## config.mk

```make
export PLATFORM = sky130hd
export DESIGN_NAME = overwrite_ring_buffer_core
export DESIGN_NICKNAME = d
export VERILOG_FILES = /design/src/hw/rtl/orb_pkg.sv /design/src/hw/rtl/orb_ram.sv /design/src/hw/rtl/overwrite_ring_buffer_core.sv
export SDC_FILE = /design/constraint.sdc
export NUM_CORES = 1
export LEC_CHECK = 0
export ABC_AREA = 1
export ABC_CLOCK_PERIOD_IN_PS = 6390
export BUFFER_PORTS_ARGS = -buffer_cell sky130_fd_sc_hd__clkbuf_2
export CAP_MARGIN = 0
export CORE_MARGIN = 3
export CORE_UTILIZATION = 39
export CTS_CLUSTER_SIZE = 40
export DETAILED_ROUTE_END_ITERATION = 7
export PLACE_DENSITY = 0.62
export REMOVE_ABC_BUFFERS = 1
export SKIP_CTS_REPAIR_TIMING = 1
export SYNTH_ARGS = -nofsm -noshare
export SYNTH_HDL_FRONTEND = slang
export SYNTH_SLANG_ARGS = --single-unit
export TNS_END_PERCENT = 10
```

## constraint.sdc

```tcl
create_clock -name clk -period 6.39 [get_ports clk]
set_input_delay 0.3195 -clock clk [delete_from_list [all_inputs] [get_ports clk]]
set_output_delay 0.3195 -clock clk [all_outputs]
set_load 0.005 [all_outputs]
```

## src/hw/rtl/orb_pkg.sv

```systemverilog
`timescale 1ns / 1ps
`default_nettype none
// ----------------------------------------------------------------------------
// orb_pkg
// request codes, state encoding and fixed field widths of the overwrite ring
// ----------------------------------------------------------------------------
package orb_pkg;

  localparam int unsigned REQ_W   = 2;
  localparam int unsigned CAP_W   = 5;
  localparam int unsigned IDX_W   = 4;
  localparam int unsigned COUNT_W = 5;

  typedef enum logic [REQ_W-1:0] {
    REQ_PUSH     = 2'd0,
    REQ_POP      = 2'd1,
    REQ_PEEK_OLD = 2'd2,
    REQ_PEEK_NEW = 2'd3
  } req_t;

  typedef enum logic [1:0] {
    ST_IDLE = 2'b01,
    ST_READ = 2'b10
  } state_t;

endpackage : orb_pkg
`default_nettype wire

```

## src/hw/rtl/orb_ram.sv

```systemverilog
`timescale 1ns / 1ps
`default_nettype none
// ----------------------------------------------------------------------------
// orb_ram
// single-port synchronous ram, one access per cycle, registered read data
// ----------------------------------------------------------------------------
module orb_ram #(
  parameter int unsigned WIDTH = 32,
  parameter int unsigned DEPTH = 16
) (
  input  wire logic                     clk,
  input  wire logic                     en,
  input  wire logic                     we,
  input  wire logic [$clog2(DEPTH)-1:0] addr,
  input  wire logic [WIDTH-1:0]         wdata,
  output logic      [WIDTH-1:0]         rdata
);

  logic [WIDTH-1:0] mem [DEPTH];

  always_ff @(posedge clk) begin
    if (en) begin
      if (we) begin
        mem[addr] <= wdata;
      end else begin
        rdata <= mem[addr];
      end
    end
  end

endmodule : orb_ram
`default_nettype wire

```

## src/hw/rtl/overwrite_ring_buffer_core.sv

```systemverilog
`timescale 1ns / 1ps
`default_nettype none
// ----------------------------------------------------------------------------
// overwrite_ring_buffer_core
// history ring of entry words that drops the oldest entry when a push finds it
// full; supports pop of the oldest and peeks from either end
// ----------------------------------------------------------------------------
// For each request, the accept cycle updates the pointers and fill and sends
// the one slot access (write for a push, read otherwise) to the single-port
// slot ram; the next cycle the registered read data completes the result. A
// new request is accepted only after the last has left the read state. Every
// request accepted without a capacity write in that cycle gives exactly one
// result. A write to the capacity register empties the ring; the user must
// write it only while no request is in flight; the block does not enforce it.
// Slot contents need no clearing: only entries within the count are output.
module overwrite_ring_buffer_core #(
  parameter int unsigned DEPTH       = 16,
  parameter int unsigned ENTRY_WIDTH = 32
) (
  input  wire logic                        clk,
  input  wire logic                        rst_n,
  input  wire logic                        cfg_wr_en,
  input  wire logic [orb_pkg::CAP_W-1:0]   cfg_wr_data,
  input  wire logic                        in_valid,
  output logic                             in_ready,
  input  wire logic [orb_pkg::REQ_W-1:0]   in_req_type,
  input  wire logic [ENTRY_WIDTH-1:0]      in_entry_value,
  input  wire logic [orb_pkg::IDX_W-1:0]   in_index,
  output logic                             out_valid,
  input  wire logic                        out_ready,
  output logic                             out_ok,
  output logic      [ENTRY_WIDTH-1:0]      out_data,
  output logic                             out_overwrote,
  output logic      [orb_pkg::COUNT_W-1:0] out_count,
  output logic                             out_full_res
);

  import orb_pkg::*;

  localparam int unsigned PTR_W = $clog2(DEPTH);
  localparam int unsigned CNT_W = $clog2(DEPTH + 1);
  localparam int unsigned CW_W  = (CNT_W > CAP_W) ? CNT_W : CAP_W;
  localparam int unsigned AW_I  = (CNT_W > IDX_W) ? CNT_W : IDX_W;
  localparam int unsigned AW    = AW_I + 1;

  state_t           state_r, state_nxt;
  logic [CNT_W-1:0] cap_r, cap_nxt;
  logic [CNT_W-1:0] fill_r, fill_nxt;
  logic [PTR_W-1:0] wr_ptr_r, wr_ptr_nxt;
  logic [PTR_W-1:0] rd_ptr_r, rd_ptr_nxt;
  logic             out_valid_r, out_valid_nxt;
  logic             pend_rd_r, pend_rd_nxt;

  logic                   out_ok_r;
  logic [ENTRY_WIDTH-1:0] out_data_r;
  logic                   out_overwrote_r;
  logic [COUNT_W-1:0]     out_count_r;
  logic                   out_full_res_r;

  req_t             req;
  logic             accept;
  logic             full;
  logic             hit;
  logic             ok;
  logic             over;
  logic [CW_W-1:0]  cfg_ext;
  logic [CNT_W-1:0] cap_eff;
  logic [CNT_W-1:0] wr_inc;
  logic [CNT_W-1:0] rd_inc;
  logic [AW-1:0]    pos_old;
  logic [AW-1:0]    pos_new;
  logic [PTR_W-1:0] ram_addr;
  logic [ENTRY_WIDTH-1:0] ram_rdata;

  assign req      = req_t'(in_req_type);
  assign in_ready = (state_r == ST_IDLE) && (!out_valid_r || out_ready);
  assign accept   = in_valid && in_ready;
  assign full     = (fill_r == cap_r);
  assign hit      = AW_I'(in_index) < AW_I'(fill_r);

  // capacity out of range: zero acts as one, above the built depth as the depth
  assign cfg_ext = CW_W'(cfg_wr_data);
  always_comb begin
    if (cfg_ext == '0) begin
      cap_eff = CNT_W'(1);
    end else if (cfg_ext > CW_W'(DEPTH)) begin
      cap_eff = CNT_W'(DEPTH);
    end else begin
      cap_eff = CNT_W'(cfg_ext);
    end
  end

  assign wr_inc = (CNT_W'(wr_ptr_r) + CNT_W'(1) >= cap_r) ? '0 : CNT_W'(wr_ptr_r) + CNT_W'(1);
  assign rd_inc = (CNT_W'(rd_ptr_r) + CNT_W'(1) >= cap_r) ? '0 : CNT_W'(rd_ptr_r) + CNT_W'(1);

  // both sums stay below twice the capacity on a hit, so one subtract wraps them
  always_comb begin
    logic [AW-1:0] sum_old;
    logic [AW-1:0] sum_new;
    sum_old = AW'(rd_ptr_r) + AW'(in_index);
    sum_new = AW'(wr_ptr_r) + AW'(cap_r) - AW'(1) - AW'(in_index);
    pos_old = (sum_old >= AW'(cap_r)) ? sum_old - AW'(cap_r) : sum_old;
    pos_new = (sum_new >= AW'(cap_r)) ? sum_new - AW'(cap_r) : sum_new;
  end

  always_comb begin
    case (req)
      REQ_PUSH:     ram_addr = wr_ptr_r;
      REQ_POP:      ram_addr = rd_ptr_r;
      REQ_PEEK_OLD: ram_addr = pos_old[PTR_W-1:0];
      REQ_PEEK_NEW: ram_addr = pos_new[PTR_W-1:0];
      default:      ram_addr = wr_ptr_r;
    endcase
  end

  always_comb begin
    state_nxt     = state_r;
    cap_nxt       = cap_r;
    fill_nxt      = fill_r;
    wr_ptr_nxt    = wr_ptr_r;
    rd_ptr_nxt    = rd_ptr_r;
    out_valid_nxt = out_valid_r;
    pend_rd_nxt   = pend_rd_r;
    ok            = 1'b0;
    over          = 1'b0;

    if (out_valid_r && out_ready) begin
      out_valid_nxt = 1'b0;
    end

    case (state_r)
      ST_IDLE: begin
        if (cfg_wr_en) begin
          cap_nxt    = cap_eff;
          fill_nxt   = '0;
          wr_ptr_nxt = '0;
          rd_ptr_nxt = '0;
        end else if (accept) begin
          case (req)
            REQ_PUSH: begin
              ok         = 1'b1;
              wr_ptr_nxt = PTR_W'(wr_inc);
              if (full) begin
                over       = 1'b1;
                rd_ptr_nxt = PTR_W'(rd_inc);
              end else begin
                fill_nxt = fill_r + CNT_W'(1);
              end
            end
            REQ_POP: begin
              if (fill_r != '0) begin
                ok         = 1'b1;
                rd_ptr_nxt = PTR_W'(rd_inc);
                fill_nxt   = fill_r - CNT_W'(1);
              end
            end
            REQ_PEEK_OLD, REQ_PEEK_NEW: begin
              ok = hit;
            end
            default: begin
              ok = 1'b0;
            end
          endcase
          pend_rd_nxt = ok && (req != REQ_PUSH);
          state_nxt   = ST_READ;
        end
      end
      ST_READ: begin
        out_valid_nxt = 1'b1;
        state_nxt     = ST_IDLE;
      end
      default: begin
        state_nxt = ST_IDLE;
      end
    endcase
  end

  always_ff @(posedge clk) begin
    if (!rst_n) begin
      state_r     <= ST_IDLE;
      cap_r       <= CNT_W'(DEPTH);
      fill_r      <= '0;
      wr_ptr_r    <= '0;
      rd_ptr_r    <= '0;
      out_valid_r <= 1'b0;
      pend_rd_r   <= 1'b0;
    end else begin
      state_r     <= state_nxt;
      cap_r       <= cap_nxt;
      fill_r      <= fill_nxt;
      wr_ptr_r    <= wr_ptr_nxt;
      rd_ptr_r    <= rd_ptr_nxt;
      out_valid_r <= out_valid_nxt;
      pend_rd_r   <= pend_rd_nxt;
    end
  end

  // status fields load at accept while the output is empty or being taken;
  // the data word loads as the read state ends, together with out_valid
  always_ff @(posedge clk) begin
    if (accept && !cfg_wr_en) begin
      out_ok_r        <= ok;
      out_overwrote_r <= over;
      out_count_r     <= COUNT_W'(fill_nxt);
      out_full_res_r  <= (fill_nxt == cap_r);
    end
    if (state_r == ST_READ) begin
      out_data_r <= pend_rd_r ? ram_rdata : '0;
    end
  end

  // a slot written at one accept is read no earlier than the next accept
  orb_ram #(
    .WIDTH(ENTRY_WIDTH),
    .DEPTH(DEPTH)
  ) u_slots (
    .clk  (clk),
    .en   (accept && !cfg_wr_en),
    .we   (req == REQ_PUSH),
    .addr (ram_addr),
    .wdata(in_entry_value),
    .rdata(ram_rdata)
  );

  assign out_valid     = out_valid_r;
  assign out_ok        = out_ok_r;
  assign out_data      = out_data_r;
  assign out_overwrote = out_overwrote_r;
  assign out_count     = out_count_r;
  assign out_full_res  = out_full_res_r;

endmodule : overwrite_ring_buffer_core
`default_nettype wire

```

### Word level (Yosys, flattened, before mapping)

Memories as Yosys holds them, arrays and structs flattened. A register that Yosys moved wholly into a read port is not among the register bits.
Index checks and enable logic that the tools add are counted.

* add/sub/neg operators: 10
* order comparisons: 6
* eq/ne operators: 9
* mux-type cells: 32
* bitwise gates (word level): 4
* reduce and logical (&&, ||, !) cells: 26

Operators with widths (count)
* $mux 4: 11
* $mux 5: 7
* $pmux 4 s4: 1
* $ge 5x5->1: 3
* $add 4x1->5 const B: 2
* $eq 5x5->1: 2
* $mux 1: 10
* $pmux 5 s2: 1
* $pmux 4 s2: 1
* $reduce_and 2->1: 4
* $reduce_bool 2->1: 4
* $sub 4x4->4: 2
* $add 4x5->6: 1
* $eq 2x2->1 const B: 3
* $ge 6x5->1: 1
* $ne 3x3->1 const B: 2
* $reduce_and 3->1: 2
* $sub 6x1->6 const B: 1
* $sub 6x4->6: 1
* $add 4x4->5: 1
* $add 5x1->5 const B: 1
* $gt 5x5->1 const B: 1
* $logic_and 1x1->1: 5
* $logic_not 5->1: 1
* other kinds (14): 19

* register bits after elaboration: 62
* RAM bits: 512
* input port bits: 48
* word-level logic and storage cells: 100
* memories kept: 1

Memory list
* u_slots.mem: words 16, width 32, rd ports 1, clocked after Yosys merged registers in 1, write ports 1, line orb_ram.sv:19 `logic [WIDTH-1:0] mem [DEPTH];`

### Depth between registers and ports, before layout

Gate-level depths: netlist of the first run.

* depth after elaboration: 8
* mapped depth: 27
* depth with buffers taken out: 25

### Hierarchy

From an unflattened synthesis of the first run, not the netlist that was laid out.

* cells, all modules: 2613
* area, all modules: 26600.5 um2

By module, submodules not included
* orb_ram: times used 1, cells an instance 2117, area each 22549.1 um2, seq. area each 16335.7 um2
* overwrite_ring_buffer_core: times used 1, cells an instance 496, area each 4051.4 um2, seq. area each 1641.6 um2

### Worst setup path before layout of the first run

Ideal clock, no wire load.

* path kind: reg-to-reg
* from: reg cap_r[1]
* to: mem u_slots.mem[9][0], enable pin
* library setup time: 0.421 ns
* arrival time: 4.663 ns
* data required time: 5.969 ns
* slack: 1.305 ns
* stages on the path, launching flop included: 17
* path buffers: 2
* cells stage by stage: dfxtp_1 fa_1 ha_1 fa_1 xor2_1 ha_1 a21oi_1 nand2_1 nand2_1 nand2_2 o211ai_2 nand2_1 o21ai_2 buf_2 buf_2 nand4_1 nor2_1

* longest elaborated chain between the ends: 6
* elaborated cells on any way between the ends: 10
* classes of those cells: add/sub: 5; order compare: 2; mux: 3

Ends and longest elaborated chain
* start: declaration: line overwrite_ring_buffer_core.sv:47 `logic [CNT_W-1:0] cap_r, cap_nxt;`
* start signal: assignment: line overwrite_ring_buffer_core.sv:181 `cap_r <= CNT_W'(DEPTH);`
* start signal: assignment: line overwrite_ring_buffer_core.sv:189 `cap_r <= cap_nxt;`
* $add 4x5->6: line overwrite_ring_buffer_core.sv:101 `sum_new = AW'(wr_ptr_r) + AW'(cap_r) - AW'(1) - AW'(in_index);`
* $sub 6x1->6: line overwrite_ring_buffer_core.sv:101
* $sub 6x4->6: line overwrite_ring_buffer_core.sv:101
* $ge 6x5->1 / $sub 4x4->4 (equally long branches): line overwrite_ring_buffer_core.sv:103 `pos_new = (sum_new >= AW'(cap_r)) ? sum_new - AW'(cap_r) : sum_new;`
* $mux 4: line overwrite_ring_buffer_core.sv:103
* $pmux 4 s4 *: line overwrite_ring_buffer_core.sv:107 `case (req)`
* end: declaration: line orb_ram.sv:19

Mark *: on every way between the ends. The rest lies on a longest branch, timed or not.

### Final worst setup path of the first run

* from: reg wr_ptr_r[1]
* to: mem u_slots.mem[0][10], enable pin

* longest elaborated chain between the ends: 6
* elaborated cells on any way between the ends: 7
* classes of those cells: add/sub: 4; order compare: 1; mux: 2

Ends and longest elaborated chain
* start: declaration: line overwrite_ring_buffer_core.sv:49 `logic [PTR_W-1:0] wr_ptr_r, wr_ptr_nxt;`
* start signal: assignment: line overwrite_ring_buffer_core.sv:191 `wr_ptr_r <= wr_ptr_nxt;`
* $add 4x5->6: line overwrite_ring_buffer_core.sv:101
* $sub 6x1->6: line overwrite_ring_buffer_core.sv:101
* $sub 6x4->6: line overwrite_ring_buffer_core.sv:101
* $ge 6x5->1 / $sub 4x4->4 (equally long branches): line overwrite_ring_buffer_core.sv:103
* $mux 4: line overwrite_ring_buffer_core.sv:103
* $pmux 4 s4 *: line overwrite_ring_buffer_core.sv:107

Marked as above.

==> metrics, run 1 <==
final core occ=between 40% and 50%; depth of the CTS H-tree=3; run status=complete, but fails checks; R2R depth=18; Worst Path Required=6.69 ns; Worst-Skew Late Latency=0.62 ns; Vert. Die Dim=269 µm; drt total wl=69400 µm; Synth async-reset ratio=0%; P_int=6800 µW; max-cap viol count=0; sequential share of the synthesized area=between 60% and 70%; fmax=about 0.19 GHz; Yosys reg bits=606; total power=9280 µW; largest net degree at the start of global routing=212; Clock Power Share=39.6%; Reg power frac=between 40% and 50%; Gate power share=12.7%; Die W=269 µm; Ports=90; vias in the first global route=18200; leakage power=approximately 0.013 µW; layout cell share with drive strength beyond 1=9.45%; failing checks=design-rule violations; Vias per Instance=just over 5; 1st-iter DRT viols=around 1900; Final ANT Viol Nets=0; initial antenna violation count=5; total congestion overflow=0; Clock Path Buffers=3; yosys warns=0; Cells on Worst Hold Path=4; CP arrival=5.56 ns; Psw=2480 µW; row count=95; routability congestion estimate=0.888; Crit Path Max Fanout=a little under 70; PwrDens=about 300 mW/mm²; Post-route DRC=2; per-cell routed wire length=18.9 µm; HP Class=in2reg; Startpoint Class=flop; Clock Skew=0.0369 ns; global-route wire length before repair=107000 µm; Setup crit end kind=flop; Synth Flop Type=edfxtp_1; # fillers=6218; # setup viols final=0; core footprint=0.0679 mm²; RSZ-0062 raised after global routing=false; drt pass-1 iters=8; Num CTS Buffers=66; Post-synth EDFFs=584; Tcrit/Tclk final=between 80 and 90%; DP Wirelength=35900 µm; worst slew pin tran=1.40 ns; crit path time final=5.26 ns; syn_area_per_cell=10.2 µm²; PortBufs=89; initial core utilization=39.8%; Sw Ratio=26.7%; CTS clock-pin slew for the worst setup and hold paths=0.06 ns; Nets=2790; Post-Synthesis Cells=2639; gr usage total=19.4%; Synth cell types=40; Area growth syn-to-layout=13.2%; maximum VDD drop=0.219 mV; clock sink count=606; DIE AREA=0.0724 mm²; Via Count=between 15000 and 20000; Pins Over Slew Limit=0; CTS tree=built; post-synthesis cell area=0.0270 mm²; relative slew slack=6.89%; final hold vios=0; Clock Tree Root=clkbuf_16; critical path class=reg2reg
[worst paths after layout]
kind | startpoint | endpoint | slack (ns)
worst max-delay path | wr_ptr_r[1] | u_slots.mem[0][10] | 1.13
worst min register to register | cap_r[3] | cap_r[3] | 0.50
worst max register to register | wr_ptr_r[1] | u_slots.mem[0][10] | 1.13
worst min-delay path | cfg_wr_data[4] | cap_r[3] | 0.03
[layout make-up]
class | count | area (µm²) | area share (%)
Tap cell | 921 | 1150 | 3.77
Timing Repair Buffer | 125 | 913 | 2.99
Inverter | 162 | 608 | 1.99
Clock buffer | 87 | 1770 | 5.80
Antenna cell | 3 | 7.51 | 0.0246
Multi-Input combinational cell | 1739 | 7820 | 25.6
Clock inverter | 33 | 300 | 0.983
Sequential cell | 606 | 18000 | 58.8
[power by group through the flow]
stage	sequential [µW]	clock, µW	combinational, µW
4_1_cts	4430	3750	1180
5_1_grt	4430	3900	1340
3_5_place_dp	4510	0	1170
6_report	4430	3670	1180
3_3_place_gp	4510	0	1150
2_1_floorplan	4510	0	791
[worst max-delay path, stage by stage (launching register included)]
cell,delay (ns)
dfxtp_1,0.51
fa_1,0.49
ha_1,0.25
fa_1,0.48
xor2_1,0.20
ha_1,0.34
nand2_1,0.07
inv_1,0.06
nand2_1,0.05
nand2_1,0.06
nand2_1,0.07
nand2_2,0.13
nand2_1,0.09
nand3_2,0.13
nand2_8,0.31
nand2_8,0.41
nand3_1,0.39
nor2_4,0.61
buf_12,0.27
[through the flow]
step | area, µm² | TNS [ns] | cells | worst slack [ns] | hold slack, ns
after floorplan | 26200 | -1008.92 | 2507 | -2.66 | 0.418
after global placement | 28400 | 0 | 3549 | 1.19 | 0.482
after detailed placement | 28400 | 0 | 3549 | 1.10 | 0.483
after CTS | 30500 | 0 | 3669 | 1.17 | -0.0728
after global routing | 30500 | 0 | 3673 | 0.747 | 0.0407
final | 30600 | 0 | 3676 | 1.13 | 0.0301
[cell families (layout without fill, tap and decap cells)]
| kind of cell | after synthesis | after routing | synth area share, % |
|---|---|---|---|
| simple gates | 1614 | 1614 | 24.1 |
| flops | 606 | 606 | 66.6 |
| buf+inv | 294 | 407 | 5.13 |
| compound gates | 66 | 66 | 1.44 |
| fa+ha+maj | 42 | 42 | 2.17 |
| xor+xnor | 17 | 17 | 0.552 |
| other cells | 0 | 3 | 0 |
[cells in the mapped netlist (2+ instances only)]
library cell  count  area, µm²
o21bai_1          2       15.0
inv_1           148        556
fa_1              8        160
nand2_4           2       22.5
a21oi_2           2       17.5
o21ai_0          13       65.1
edfxtp_1        584      17500
nor2_1           45        169
and2_1            2       12.5
buf_2            62        310
nand2_1        1252       4700
o211ai_1          4       30.0
o21ai_1           2       10.0
buf_8             2       30.0
buf_4             6       45.0
clkinv_1          2       7.51
a21oi_1          31        155
xnor2_1           4       35.0
ha_1             34        425
nor3_1            3       15.0
buf_1             4       15.0
a21boi_0          3       22.5
nand3_1         284       1420
o21a_1            3       22.5
nand2_2           2       12.5
nor2_2            5       31.3
nand4_1          15       93.8
inv_2            12       45.0
buf_6            21        236
dfxtp_1          22        440
nand3_2           2       20.0
clkbuf_1         36        135
o21ai_2           3       26.3
xor2_1           13        114
[metal layers]
metal	track usage [%]	part of all wire [%]	vias to the layer above
met2	31.7	47	669
li1	-	-	8873
met3	3.87	7.4	147
met4	7.05	3.0	4
met1	25.7	42	8879
met5	0	0.035	-
[placed cells by master (no fill, tap or decap), types with 3 or more instances in the layout]
| cell type | instances |
|---|---|
| inv_2 | 12 |
| dlygate4sd3_1 | 4 |
| nand4_1 | 15 |
| a21boi_0 | 3 |
| o211ai_1 | 4 |
| fa_1 | 8 |
| buf_12 | 15 |
| nand3_1 | 284 |
| nor3_1 | 3 |
| edfxtp_1 | 584 |
| inv_1 | 148 |
| o21ai_0 | 13 |
| nand2_1 | 1251 |
| dfxtp_1 | 21 |
| clkbuf_16 | 68 |
| diode_2 | 3 |
| ha_1 | 34 |
| inv_16 | 3 |
| xnor2_1 | 4 |
| a21oi_1 | 31 |
| clkinv_1 | 13 |
| clkinv_2 | 10 |
| nor2_4 | 21 |
| buf_4 | 17 |
| clkbuf_1 | 19 |
| o21a_1 | 3 |
| nor2_1 | 27 |
| clkbuf_2 | 89 |
| xor2_1 | 13 |
[registers in the layout, indices dropped and copies added, names as in the netlist, 2 cells and up]
name and flops:
out_data 32, u_slots.rdata 32, out_count 5, cap_r 5, state_r 2, wr_ptr_r 4
u_slots.mem 512, fill_r 5, rd_ptr_r 4
No activity file was read; power rests on OpenSTA's default activity.
==> run 2: changes to the inputs <==
- ABC_CLOCK_PERIOD_IN_PS: 6390 -> 5300
- clock period: 6.39 -> 5.3 ns (I/O delays scaled with it)
==> run 2 against run 1 <==
Effect of this change: the run ends with negative hold slack left; sequential power rose by 21%; global-route usage fell by 0.78 points; via count fell by 0.44%; sequential share of layout area fell by 0.13 points.
==> metrics, run 2 (synthesized netlist as in run 1, its figures left out) <==
run status=complete, but fails checks; failing checks=negative hold slack; Area growth syn-to-layout=13.4%; Antenna Cells=0 (-3); PortBufs=89 (unchanged); Pins Over Slew Limit=0 (unchanged); hold wc startpoint=cfg_wr_data[4]; Cells on Worst Hold Path=4 (unchanged); Setup crit end kind=flop; critical path class=reg2reg; busiest grt layer=met2; final hold vios=2 (+2); Num CTS Buffers=66 (unchanged); Largest register FFs=512 (unchanged); row count=95 (unchanged); worst slew pin tran=1.06 ns (-0.340 ns); GRT met1 Usage=25.0% (-0.67 points); largest reg by FF count=u_slots.mem; layout cell share with drive strength beyond 1=9.40% (-0.050 points); depth of the CTS H-tree=3 (unchanged); Worst-Skew Late Latency=0.62 ns (about the same); CTS clock-pin slew for the worst setup and hold paths=0.06 ns (about the same); Final ANT Viol Nets=0 (unchanged); total congestion overflow=0 (unchanged); CTS tree=built; Crit Path Max Fanout=34 (-50%); fmax=0.211 GHz (+11%); vias in the first global route=18100 (-0.17%); max-cap viol count=0 (unchanged); # fillers=6226 (+0.13%); drt pass-1 iters=5 (-3); HP Class=in2reg; # setup viols final=0 (unchanged); Vert. Die Dim=269 µm (unchanged); Slowest-stage cell, CP=nor2_4; 1st-iter DRT viols=1584 (-16%); RSZ-0062 raised after global routing=false; per-cell routed wire length=18.1 µm (-3.9%); CP arrival=5.06 ns (-0.50 ns); GR Util met3=2.55% (-1.3 points); initial antenna violation count=0 (-5); max incr delay on CP=0.58 ns (-0.03 ns); Reg power frac=48.1% (+0.4 points); area of the multi-input gates=0.00782 mm² (unchanged); Startpoint Class=flop; Layout Cells excl Fill=3677 (+0.027%); Ports=90 (unchanged); Die W=269 µm (unchanged); DIE AREA=0.0724 mm² (unchanged); drt total wl=66700 µm (-3.9%); crit path cell chain=fa_1 > ha_1 > fa_1 > xor2_1 > ha_1 > nand2_1 > inv_1 > nand2_1 > nand2_1 > nand2_1 > nand2_2 > nand2_1 > nand3_2 > nand2_8 > nand2_8 > nand3_1 > nor2_4 > buf_12; PwrDens=362 mW/mm² (+19%); hold slack=-0.00788 ns (-0.0380 ns); crit path time final=4.74 ns (-0.524 ns); Clock Skew=0.0279 ns (-0.00905 ns); largest net degree at the start of global routing=189 (-11%); leakage power=0.0129 µW (+0.17%); Cell Area, Placed=0.0286 mm² (+0.46%); Non-Filler Cell Area, Final=0.0306 mm² (+0.23%); gr usage total=18.6% (-0.78 points); Sw Ratio=26.3% (-0.44 points); Nets=2799 (+0.32%); CP dominant cell by count=nand2_1; most common cell after layout, fill and taps aside=nand2_1; global-route wire length before repair=104000 µm (-2.8%); placed insts=3558 (+0.25%); initial core utilization=39.8% (unchanged); FF+latch area=0.0180 mm² (unchanged); routability congestion estimate=0.877 (-1.3%); P_int=8180 µW (+20%); flop-to-flop setup slack=0.56 ns (-0.57 ns); core footprint=0.0679 mm² (unchanged); Gate power share=12.9% (+0.2 points); Clock Tree Root=clkbuf_16; FF-to-FF Start=wr_ptr_r[1]; Worst Path Required=5.62 ns (-1.07 ns); critical path launch point=wr_ptr_r[1]; Psw=2910 µW (+18%); Clock Path Buffers=3 (unchanged); worst hold endpoint=cap_r[3]; met2 GRT Util=31.1% (-0.66 points); Post-route DRC=0 (-2); Via Count=18500 (-0.44%); clock sink count=606 (unchanged); relative slew slack=29.6% (+23 points); RR Endpoint=u_slots.mem[4][28]; DP Wirelength=36700 µm (+2.2%); R2R depth=18 (unchanged); maximum VDD drop=0.316 mV (+44%); Vias per Instance=5.03 (-0.46%); Clock Power Share=39.0% (-0.6 points); most frequent cells in the layout=1251 x nand2_1, 584 x edfxtp_1, 284 x nand3_1; Tcrit/Tclk final=89.3% (+7.0 points)
-- run 2: cell types whose count changed in the layout (fill, tap and decap cells not counted), sizes merged --
cell / before / now
clkbuf: 176 / 181
diode: 3 / 0
clkinvlp: 1 / 0
clkinv: 27 / 20
buf: 32 / 41
inv: 165 / 163
-- run 2: per-layer routing --
| layer | up-vias | routed length [µm] |
|---|---|---|
| li1 | 8879 | - |
| met1 | 8913 | 29200 |
| met2 | 572 | 31700 |
| met3 | 127 | 3880 |
| met4 | 0 | 1890 |
| met5 | - | 0 |
-- run 2: metrics by stage --
stage | util, % | power, µW | TNS (ns) | setup slack [ns] | hold slack (ns)
final | 45.1 | 11100 | 0 | 0.565 | -0.00788
after global routing | 45.1 | 11600 | 0 | 0.312 | 0.00171
after floorplan | - | 6390 | -1586.14 | -3.70 | 0.364
after detailed placement | 42.1 | 6860 | 0 | 0.581 | 0.493
after global placement | 42.1 | 6840 | 0 | 0.651 | 0.483
after CTS | 45.1 | 11200 | 0 | 0.588 | -0.116
-- run 2: worst max-delay path by stage --
stage | slack (ns) | to | cells past startpoint
finish | 0.56 | u_slots.mem[4][28] | 18
floorplan | -3.70 | u_slots.mem[6][0] | 5
detailed placement | 0.58 | u_slots.mem[4][16] | 20
global route | 0.31 | u_slots.rdata[10] | 24
global placement | 0.65 | u_slots.mem[4][7] | 20
CTS | 0.59 | u_slots.mem[4][10] | 18
-- run 2: power by group through the flow --
stage / logic [µW] / clock network (µW) / registers [µW]
3_3_place_gp: 1400 / 0 / 5440
2_1_floorplan: 953 / 0 / 5430
3_5_place_dp: 1430 / 0 / 5440
4_1_cts: 1430 / 4440 / 5340
6_report: 1430 / 4330 / 5340
5_1_grt: 1630 / 4620 / 5340
-- run 2: critical path: cells and delay by family (launching register included) --
kind,cells,cell delay (ns)
DFF,1,0.53
buffers and inverters,2,0.30
adders and majority gates,4,1.54
xor gates and xnor gates,1,0.20
and+or+nand+nor,11,1.87
-- run 2: final cells by class --
cell class,count,share of cell area [%]
timing repair buffer,134,3.41
sequential,606,58.7
clock buffer,92,5.81
multi-input combinational,1739,25.5
inverter,162,1.99
tap,921,3.76
clock inverter,23,0.780
==> run 3: changes to the inputs <==
- CELL_PAD_IN_SITES_DETAIL_PLACEMENT: not set -> 1
- CELL_PAD_IN_SITES_GLOBAL_PLACEMENT: not set -> 2
- CORE_MARGIN: 3 -> not set
- PLACE_DENSITY: 0.62 -> 0.84
- SYNTH_HIERARCHICAL: not set -> 1
==> run 3 against run 2 <==
Effect of this change: the run still ends with negative hold slack left; final area is 0.24% higher; hold slack got worse by 0.029 ns; worst setup slack got worse by 0.38 ns; combinational power increased by 18%; critical endpoint is now u_slots/mem[0][13]; synthesized cell count fell by 0.99%; register-to-register slack worse by 0.38 ns; non-clock buffer count up 22; wire length rose by 13%; clock skew shrank 0.0027 ns; via count is 0.70% lower.
==> metrics, run 3 <==
CTS tree=built; maximum VDD drop=0.260 mV (-18%); GR Util met3=3.24% (+0.69 points); post-synthesis cell area=0.0266 mm² (-1.5%); Worst-Skew Late Latency=0.61 ns (about the same); Pins Over Slew Limit=0 (unchanged); per-cell routed wire length=20.5 µm (+13%); CP Buf/Inv Count=3 (+1); GRT met1 Usage=28.0% (+3.0 points); Startpoint Class=flop; Slowest-stage cell, CP=nor2_4; Setup crit end kind=flop; syn_area_per_cell=10.2 µm² (-0.48%); Vert. Die Dim=263 µm (-2.2%); critical path class=reg2reg; FF+latch area=0.0180 mm² (unchanged); Synth cell types=40 (unchanged); delay-heaviest family, CP=simple AND/OR/NAND/NOR gates; Num CTS Buffers=70 (+6.1%); met2 GRT Util=38.0% (+6.9 points); Final ANT Viol Nets=0 (unchanged); routability congestion estimate=0.863 (-1.6%); Synth top cells by count=1513 x nand2_1, 584 x edfxtp_1, 161 x inv_1; crit path time final=5.12 ns (+0.383 ns); PortBufs=89 (unchanged); Cell Area, Placed=0.0284 mm² (-0.61%); relative slew slack=25.2% (-4.3 points); vias in the first global route=19600 (+8.3%); busiest grt layer=met2; main area contributors after synthesis=edfxtp_1 66%, nand2_1 21%, inv_1 2.3%; Ports=90 (unchanged); Post-Synthesis Cells=2613 (-0.99%); crit path cell chain=fa_1 > ha_1 > fa_1 > nand2_1 > inv_1 > nor2_1 > ha_1 > a21oi_1 > o21bai_1 > a41oi_1 > nand2_1 > o211ai_1 > nand4_1 > inv_4 > nand3_1 > nor2_4 > buf_12; max incr delay on CP=0.48 ns (-0.10 ns); most common cell after layout, fill and taps aside=nand2_1; Worst Path Required=5.61 ns (about the same); DIE AREA=0.0693 mm² (-4.4%); worst slew pin tran=1.12 ns (+0.0607 ns); placed insts=3529 (-0.82%); drt total wl=75100 µm (+13%); failing checks=negative hold slack; CTS clock-pin slew for the worst setup and hold paths=0.06 ns (about the same); Non-Filler Cell Area, Final=0.0307 mm² (+0.24%); leakage power=0.0130 µW (+1.2%); Largest register FFs=512 (unchanged); run status=complete, but fails checks; Crit Path Max Fanout=15 (-56%); hold slack=-0.0366 ns (-0.0287 ns); # fillers=7405 (+19%); sequential share of the synthesized area=67.6% (+0.99 points); biggest area consumer among synthesized cells=edfxtp_1; Clock Tree Root=clkbuf_16; total power=11700 µW (+5.7%); max-cap viol count=0 (unchanged); Clock Path Buffers=3 (unchanged); initial antenna violation count=1 (+1); yosys warns=6 (+6); Layout Cells excl Fill=3662 (-0.41%); Antenna Cells=0 (unchanged); largest net degree at the start of global routing=164 (-13%); Clock Skew=0.0252 ns (-0.00272 ns); fmax=0.195 GHz (-7.5%); core footprint=0.0673 mm² (-0.88%); Tcrit/Tclk final=96.6% (+7.2 points); HP Class=in2reg; Synth Flop Type=edfxtp_1; Synth async-reset ratio=0% (unchanged); area of the multi-input gates=0.00746 mm² (-4.6%); # setup viols final=0 (unchanged); gr usage total=22.0% (+3.4 points); Nets=2827 (+1.0%); CP arrival=5.43 ns (+0.37 ns); Via Count=18400 (-0.70%); depth of the CTS H-tree=3 (unchanged); Die W=263 µm (-2.2%); Area growth syn-to-layout=15.4%; DP Wirelength=44100 µm (+20%); Post-synth EDFFs=584 (unchanged); global-route wire length before repair=116000 µm (+12%); initial core utilization=39.5% (-0.24 points); top cell type's share of synthesized area=65.9% (+0.97 points); most frequent cells in the layout=1513 x nand2_1, 584 x edfxtp_1, 158 x inv_1; most frequent cell after synthesis=nand2_1; largest reg by FF count=u_slots/mem; Yosys reg bits=606 (unchanged); Vias per Instance=5.01 (-0.29%); total congestion overflow=0 (unchanged); row count=95 (unchanged); clock sink count=606 (unchanged); layout cell share with drive strength beyond 1=10.8% (+1.4 points); final hold vios=1 (-1); 1st-iter DRT viols=1223 (-23%); PwrDens=382 mW/mm² (+5.4%); drt pass-1 iters=5 (unchanged); Post-route DRC=0 (unchanged)
run 3: cell types whose count changed in the layout (fill, tap and decap cells not counted), moves of 8 or more:
cell	before	now
inv_1	148	158
nand3_1	284	24
nand2_1	1251	1513
clkbuf_1	24	10
clkinv_2	3	15
buf_12	20	29
inv_2	12	4
nand4_1	15	3
buf_4	21	32
run 3: path summary, 6_finish.rpt:
| path | slack (ns) | from | end | depth (start not counted) |
|---|---|---|---|---|
| worst max register to register | 0.18 | wr_ptr_r[1] | u_slots/mem[0][13] | 17 |
| worst max-delay path | 0.18 | wr_ptr_r[1] | u_slots/mem[0][13] | 17 |
| worst min-delay path | -0.04 | cfg_wr_data[0] | cap_r[0] | 3 |
| worst min register to register | 0.51 | u_slots/rdata[24] | out_data[24] | 2 |
run 3: worst reg2reg max path, stage by stage (launching register included):
cell and delay, ns:
dfxtp_1 0.43, fa_1 0.45, ha_1 0.23, fa_1 0.45, nand2_1 0.09, inv_1 0.05
nor2_1 0.20, ha_1 0.33, a21oi_1 0.18, o21bai_1 0.09, a41oi_1 0.22, nand2_1 0.21
o211ai_1 0.21, nand4_1 0.37, inv_4 0.21, nand3_1 0.35, nor2_4 0.48, buf_12 0.24
run 3: logic make-up after synthesis:
logic type	share of synthesized area, %
fa+ha+maj	2.25
xor+xnor	0.428
compound gates	1.61
flops	67.6
buf+inv	4.99
simple gates	23.1
run 3: power breakdown:
| part | internal [µW] | total [µW] | switching (µW) |
|---|---|---|---|
| sequential | 5330 | 5350 | 22.6 |
| combinational | 450 | 1690 | 1240 |
| clock | 2720 | 4690 | 1970 |
run 3: metrics by stage:
| stage | TNS (ns) | util [%] | setup WS, ns |
|---|---|---|---|
| 2_1_floorplan | -4696.95 | - | -9.75 |
| 3_3_place_gp | 0 | 42.2 | 0.239 |
| 3_5_place_dp | 0 | 42.2 | 0.102 |
| 4_1_cts | 0 | 45.5 | 0.251 |
| 5_1_grt | -0.265 | 45.6 | -0.0259 |
| 6_report | 0 | 45.6 | 0.182 |
run 3: cell type report:
| cell class | count | share of cell area, % |
|---|---|---|
| well taps | 873 | 3.56 |
| flip-flops and latches | 606 | 58.6 |
| repair buffers | 156 | 4.32 |
| clock buffers | 82 | 5.95 |
| inverters | 166 | 2.05 |
| multi-input cells | 1736 | 24.3 |
| clock inverters | 43 | 1.23 |
run 3: metal layers:
layer	wire (µm)	vias to the layer above
met1	32500	9198
li1	-	8659
met5	17	-
met3	2870	129
met2	37500	374
met4	2190	2
